[config.mk]
export PLATFORM = sky130hd
export DESIGN_NAME = gmac_scale
export DESIGN_NICKNAME = d
export VERILOG_FILES = /design/src/gmac_pkg.sv /design/src/gmac_scale.sv
export SDC_FILE = /design/constraint.sdc
export NUM_CORES = 1
export LEC_CHECK = 0
export ABC_AREA = 0
export ABC_CLOCK_PERIOD_IN_PS = 1500
export BUFFER_PORTS_ARGS = -buffer_cell sky130_fd_sc_hd__buf_2
export CAP_MARGIN = 20
export CORE_AREA = 3 3 127 129
export CTS_BUF_LIST = sky130_fd_sc_hd__clkbuf_8 sky130_fd_sc_hd__clkbuf_16
export CTS_CLUSTER_DIAMETER = 40
export DETAILED_ROUTE_END_ITERATION = 10
export DIE_AREA = 0 0 130 132
export HOLD_SLACK_MARGIN = 0.02
export MAX_ROUTING_LAYER = met4
export SYNTH_ARGS = -nofsm -noshare
export SYNTH_HDL_FRONTEND = slang
export SYNTH_SLANG_ARGS = --single-unit
[constraint.sdc]
create_clock -name i_clk -period 1.5 [get_ports i_clk]
set_input_delay 0.075 -clock i_clk [delete_from_list [all_inputs] [get_ports i_clk]]
set_output_delay 0.075 -clock i_clk [all_outputs]
set_load 0.01 [all_outputs]
[src/gmac_pkg.sv]
package gmac_pkg;

    // default geometry of the accumulator store
    localparam int DEF_ROWS  = 16;
    localparam int DEF_MATS  = 8;
    localparam int DEF_LIMBS = 5;

    // field widths fixed by the item format
    localparam int ROW_W   = 4;
    localparam int MAT_W   = 3;
    localparam int LSEL_W  = 3;
    localparam int COEF_W  = 4;
    localparam int WORD_W  = 64;
    localparam int ELEMS   = WORD_W / COEF_W;

    // x^4 + x + 1
    localparam logic [COEF_W:0] GF_POLY = 5'h13;

    typedef enum logic {
        ACT_ACCUM = 1'b0,
        ACT_CLEAR = 1'b1
    } t_action;

    typedef enum logic {
        ST_CLEAR,
        ST_RUN
    } t_state;

endpackage

[src/gmac_scale.sv]
module gmac_scale (
    input  logic                             i_clk,
    input  logic                             i_en,
    input  logic [gmac_pkg::COEF_W-1:0]      i_coefficient,
    input  logic [gmac_pkg::WORD_W-1:0]      i_vector_limb,
    output logic [gmac_pkg::WORD_W-1:0]      o_product
);

    logic [gmac_pkg::COEF_W-1:0] mult [gmac_pkg::COEF_W];
    logic [gmac_pkg::WORD_W-1:0] n_product;
    logic [gmac_pkg::WORD_W-1:0] r_product;

    // a * x with reduction by the field polynomial
    function automatic logic [gmac_pkg::COEF_W-1:0] times_x(
        input logic [gmac_pkg::COEF_W-1:0] v
    );
        logic [gmac_pkg::COEF_W:0] s;
        s = {v, 1'b0};
        if (s[gmac_pkg::COEF_W]) begin
            s = s ^ gmac_pkg::GF_POLY;
        end
        return s[gmac_pkg::COEF_W-1:0];
    endfunction

    // coefficient times x^b for each bit plane b
    always_comb begin
        mult[0] = i_coefficient;
        for (int b = 1; b < gmac_pkg::COEF_W; b++) begin
            mult[b] = times_x(mult[b-1]);
        end
    end

    always_comb begin
        logic [gmac_pkg::COEF_W-1:0] acc;
        n_product = '0;
        for (int j = 0; j < gmac_pkg::ELEMS; j++) begin
            acc = '0;
            for (int b = 0; b < gmac_pkg::COEF_W; b++) begin
                if (i_vector_limb[gmac_pkg::COEF_W*j + b]) begin
                    acc = acc ^ mult[b];
                end
            end
            n_product[gmac_pkg::COEF_W*j +: gmac_pkg::COEF_W] = acc;
        end
    end

    always_ff @(posedge i_clk) begin
        if (i_en) begin
            r_product <= n_product;
        end
    end

    assign o_product = r_product;

endmodule

==> impl_summary.md <==
Outcome
The flow ran to the end, and the final reports show no timing, DRC or antenna violations.

Pwr
In this run the static leakage power is between 2 and 3 nW. Across the VDD grid, the largest voltage drop is a little under 0.5 mV. The power density over the cells is between 900 and 1000 nW/um^2.

The total power consumption of the routed design is 0.00624 W.

Timing
Setup violations remaining at the end of the flow were counted as 0. The max-slew violation total from the final report was 0. The final critical path takes up approximately 73% of the cycle. The count of endpoints failing hold in the final timing report was 0. Setup repair after global routing left no endpoint under its margin. The worst relative slew slack is approximately 73%. The maximum operating frequency is roughly 0.92 GHz. Subtracting the final worst setup slack from the clock period gives around 1100 ps. The sum of negative setup slack is 0 ps. For the pin with the worst max-slew slack, the measured transition is roughly 400 ps.

Critical path
The type of the worst setup path is primary input to flip-flop. Tracing the worst setup path back leads to its startpoint at i_coefficient[3]. The endpoint kind of the worst setup timing path is a flip-flop. The worst setup path is launched from a primary input.

The most critical setup path has its endpoint at o_product[37]$_DFFE_PP_. The endpoint arrival time on the critical path is 1170 ps. The required time at the worst-slack endpoint is 1570 ps.

Along the worst path, the maximum fanout reaches 36.

Clocking
The clock tree synthesis step divided the H-tree into 3 levels. The tree is rooted in a sky130_fd_sc_hd__clkbuf_16. Clock tree synthesis inserted a total of 9 buffers. The clock input transition at the sequential cells of the worst setup and hold paths is 50 ps. The hold buffer count at cts is 0. In this run the deepest clock path goes through 2 buffers. The clock drives 64 sinks.

The CTS tree is built. The number of buffers added for setup after CTS is 0. The number of resized instances in the post-cts repair step is 0.

Global routing
The sum of overflow across all layers after global routing is 0. The via count of the first global-routing pass is 4032. The number of antenna violations at the first check in global routing is 3. Entering global routing, the biggest net connects 65 pins. The first global-routing pass estimated between 20000 and 25000 um of wire. Across every metal layer, demand over resource in global routing totals approximately 15%.

Synth
For this run, the number of Yosys warnings is 0. Summing the sequential cell areas from Yosys gives ~37% of the chip area. The synthesized netlist occupies a cell area of 5220 sq um.

The total nets after synthesis is between 600 and 700. The number of storage elements in the synthesis netlist is between 60 and 70. Counting every instance in the synthesized netlist gives between 500 and 600. After synthesis, the mean cell area works out to between 8 and 9 sq um. In this run, distinct cell masters in the synthesized netlist total 20.

Final layout
The area growth from synthesis to layout is 23.8%. The layout has 1499 filler cells. The fraction of layout cells with a size suffix above 1 is 27.1%. The final layout contains just under 800 nets. The number of flip-flops under the largest register name is between 60 and 70.

Route
The count of nets left with antenna violations once routing finished came out at 0. The detailed-route vias per instance is between 4 and 5. The DRC violation count after routing is 0. The first routing iteration left 237 violations. The detailed-router iteration count before antenna repair is 4. The wire length per cell after detailed routing is between 10 and 15 um. The routed wire length is around 13000 um. The via count is ~4300.

Floorplan
During I/O placement, the number of pins put on the boundary was 134. The x dimension of the die is ~130 um. The initial standard-cell utilization of the core is roughly a third. Row generation in the floorplan step produced 45 rows. The area of the die is about 17000 sq um. The floorplan step set the die height to 132 um. The core region is between 15000 and 20000 sq um.

Placed design
The weighted congestion reported at the end of routability-driven placement is approximately 0.76. The wire-length estimate of the detail-placed layout is roughly 9000 um. The count of buffers from port buffering is roughly 130.

Run
Max-cap violations in this run came to 0.

Hold path
In this run the worst hold path is classified as primary input to flip-flop.
[kinds of logic after synthesis]
kind of cell | synth area share, %
AOI/OAI and AO/OA | 7.12
xor gates and xnor gates | 27.9
buffers and inverters | 3.43
DFF | 36.8
muxes | 6.88
and+or+nand+nor | 17.9
[worst max-delay path: stages]
cell and delay [ps]:
sky130_fd_sc_hd__buf_2 250, sky130_fd_sc_hd__xor2_4 210, sky130_fd_sc_hd__buf_12 230, sky130_fd_sc_hd__nand2_1 100, sky130_fd_sc_hd__xor2_1 160, sky130_fd_sc_hd__xnor2_1 140
[placed cells by master (no fill, tap or decap)]
master                      Yosys  routed
sky130_fd_sc_hd__a21oi_1        1       1
sky130_fd_sc_hd__a22oi_1       29      29
sky130_fd_sc_hd__a32oi_1        1       1
sky130_fd_sc_hd__buf_12         0       9
sky130_fd_sc_hd__buf_2         17     132
sky130_fd_sc_hd__buf_4          5      10
sky130_fd_sc_hd__clkbuf_16      0       9
sky130_fd_sc_hd__clkinv_1       0       3
sky130_fd_sc_hd__diode_2        0       3
sky130_fd_sc_hd__edfxtp_1      64      64
sky130_fd_sc_hd__inv_1          0       2
sky130_fd_sc_hd__mux2_2        31      31
sky130_fd_sc_hd__mux2i_1        1       1
sky130_fd_sc_hd__nand2_1      194     194
sky130_fd_sc_hd__nand2b_1      30      30
sky130_fd_sc_hd__nor2_1         3       3
sky130_fd_sc_hd__nor2b_1        1       1
sky130_fd_sc_hd__o21ai_0       26      26
sky130_fd_sc_hd__o21ai_1        2       2
sky130_fd_sc_hd__xnor2_1       99      99
sky130_fd_sc_hd__xor2_1        64      63
sky130_fd_sc_hd__xor2_4         1       2
[how the worst min path moves through the flow]
| stage | startpoint | end | slack, ps | cells past startpoint |
|---|---|---|---|---|
| detailed placement | o_product[50]$_DFFE_PP_ | o_product[50] | 480 | 1 |
| finish | i_vector_limb[11] | o_product[11]$_DFFE_PP_ | 150 | 3 |
| global route | i_vector_limb[59] | o_product[59]$_DFFE_PP_ | 160 | 3 |
| global placement | o_product[25]$_DFFE_PP_ | o_product[25] | 480 | 1 |
| CTS | i_vector_limb[11] | o_product[11]$_DFFE_PP_ | 140 | 3 |
| floorplan | i_en | o_product[0]$_DFFE_PP_ | 190 | 0 |
[cell type report]
type / instances / area, sq um / area share, %
clock buffer: 9 / 225 / 3.48
sequential: 64 / 1920 / 29.7
clock inverter: 5 / 18.8 / 0.290
multi-input combinational: 483 / 3140 / 48.6
tap: 188 / 235 / 3.64
timing repair buffer: 151 / 916 / 14.2
antenna: 3 / 7.51 / 0.116
[cell usage after synthesis (all sizes together)]
library cell | number | area [sq um]
nand2b | 30 | 188
nand2 | 194 | 728
edfxtp | 64 | 1920
a22oi | 29 | 218
a32oi | 1 | 8.76
buf | 24 | 138
mux2 | 31 | 349
xnor2 | 99 | 867
nor2b | 1 | 6.26
clkbuf | 11 | 41.3
nor2 | 3 | 11.3
mux2i | 1 | 10.0
a21oi | 1 | 5.00
o21ai | 28 | 140
xor2 | 65 | 588
[power by group]
| group | switching, W | total (W) | internal [W] |
|---|---|---|---|
| sequential | 0.0000793 | 0.00246 | 0.00238 |
| clock | 0.000745 | 0.00181 | 0.00107 |
| combinational | 0.00105 | 0.00197 | 0.000918 |
| total | 0.00187 | 0.00624 | 0.00437 |
[through the flow]
step	setup slack (ps)	hold WS (ps)	std cells	instance area [sq um]	utilization (%)
after floorplan	183	187	582	5220	-
after global placement	82.9	484	886	6210	41.0
after detailed placement	47.4	484	886	6210	41.0
after CTS	406	143	900	6450	42.6
after global routing	318	158	903	6460	42.7
final	408	155	903	6460	42.7
[per-layer routing]
| metal | GRT usage, % | up-vias | part of all wire [%] |
|---|---|---|---|
| li1 | - | 2178 | - |
| met3 | 3.04 | 16 | 5.3 |
| met5 | - | - | 0 |
| met1 | 18.9 | 1969 | 45 |
| met2 | 23.8 | 112 | 48 |
| met4 | 6.99 | 0 | 1.8 |
Note: power is estimated with default switching activity, not from simulation.
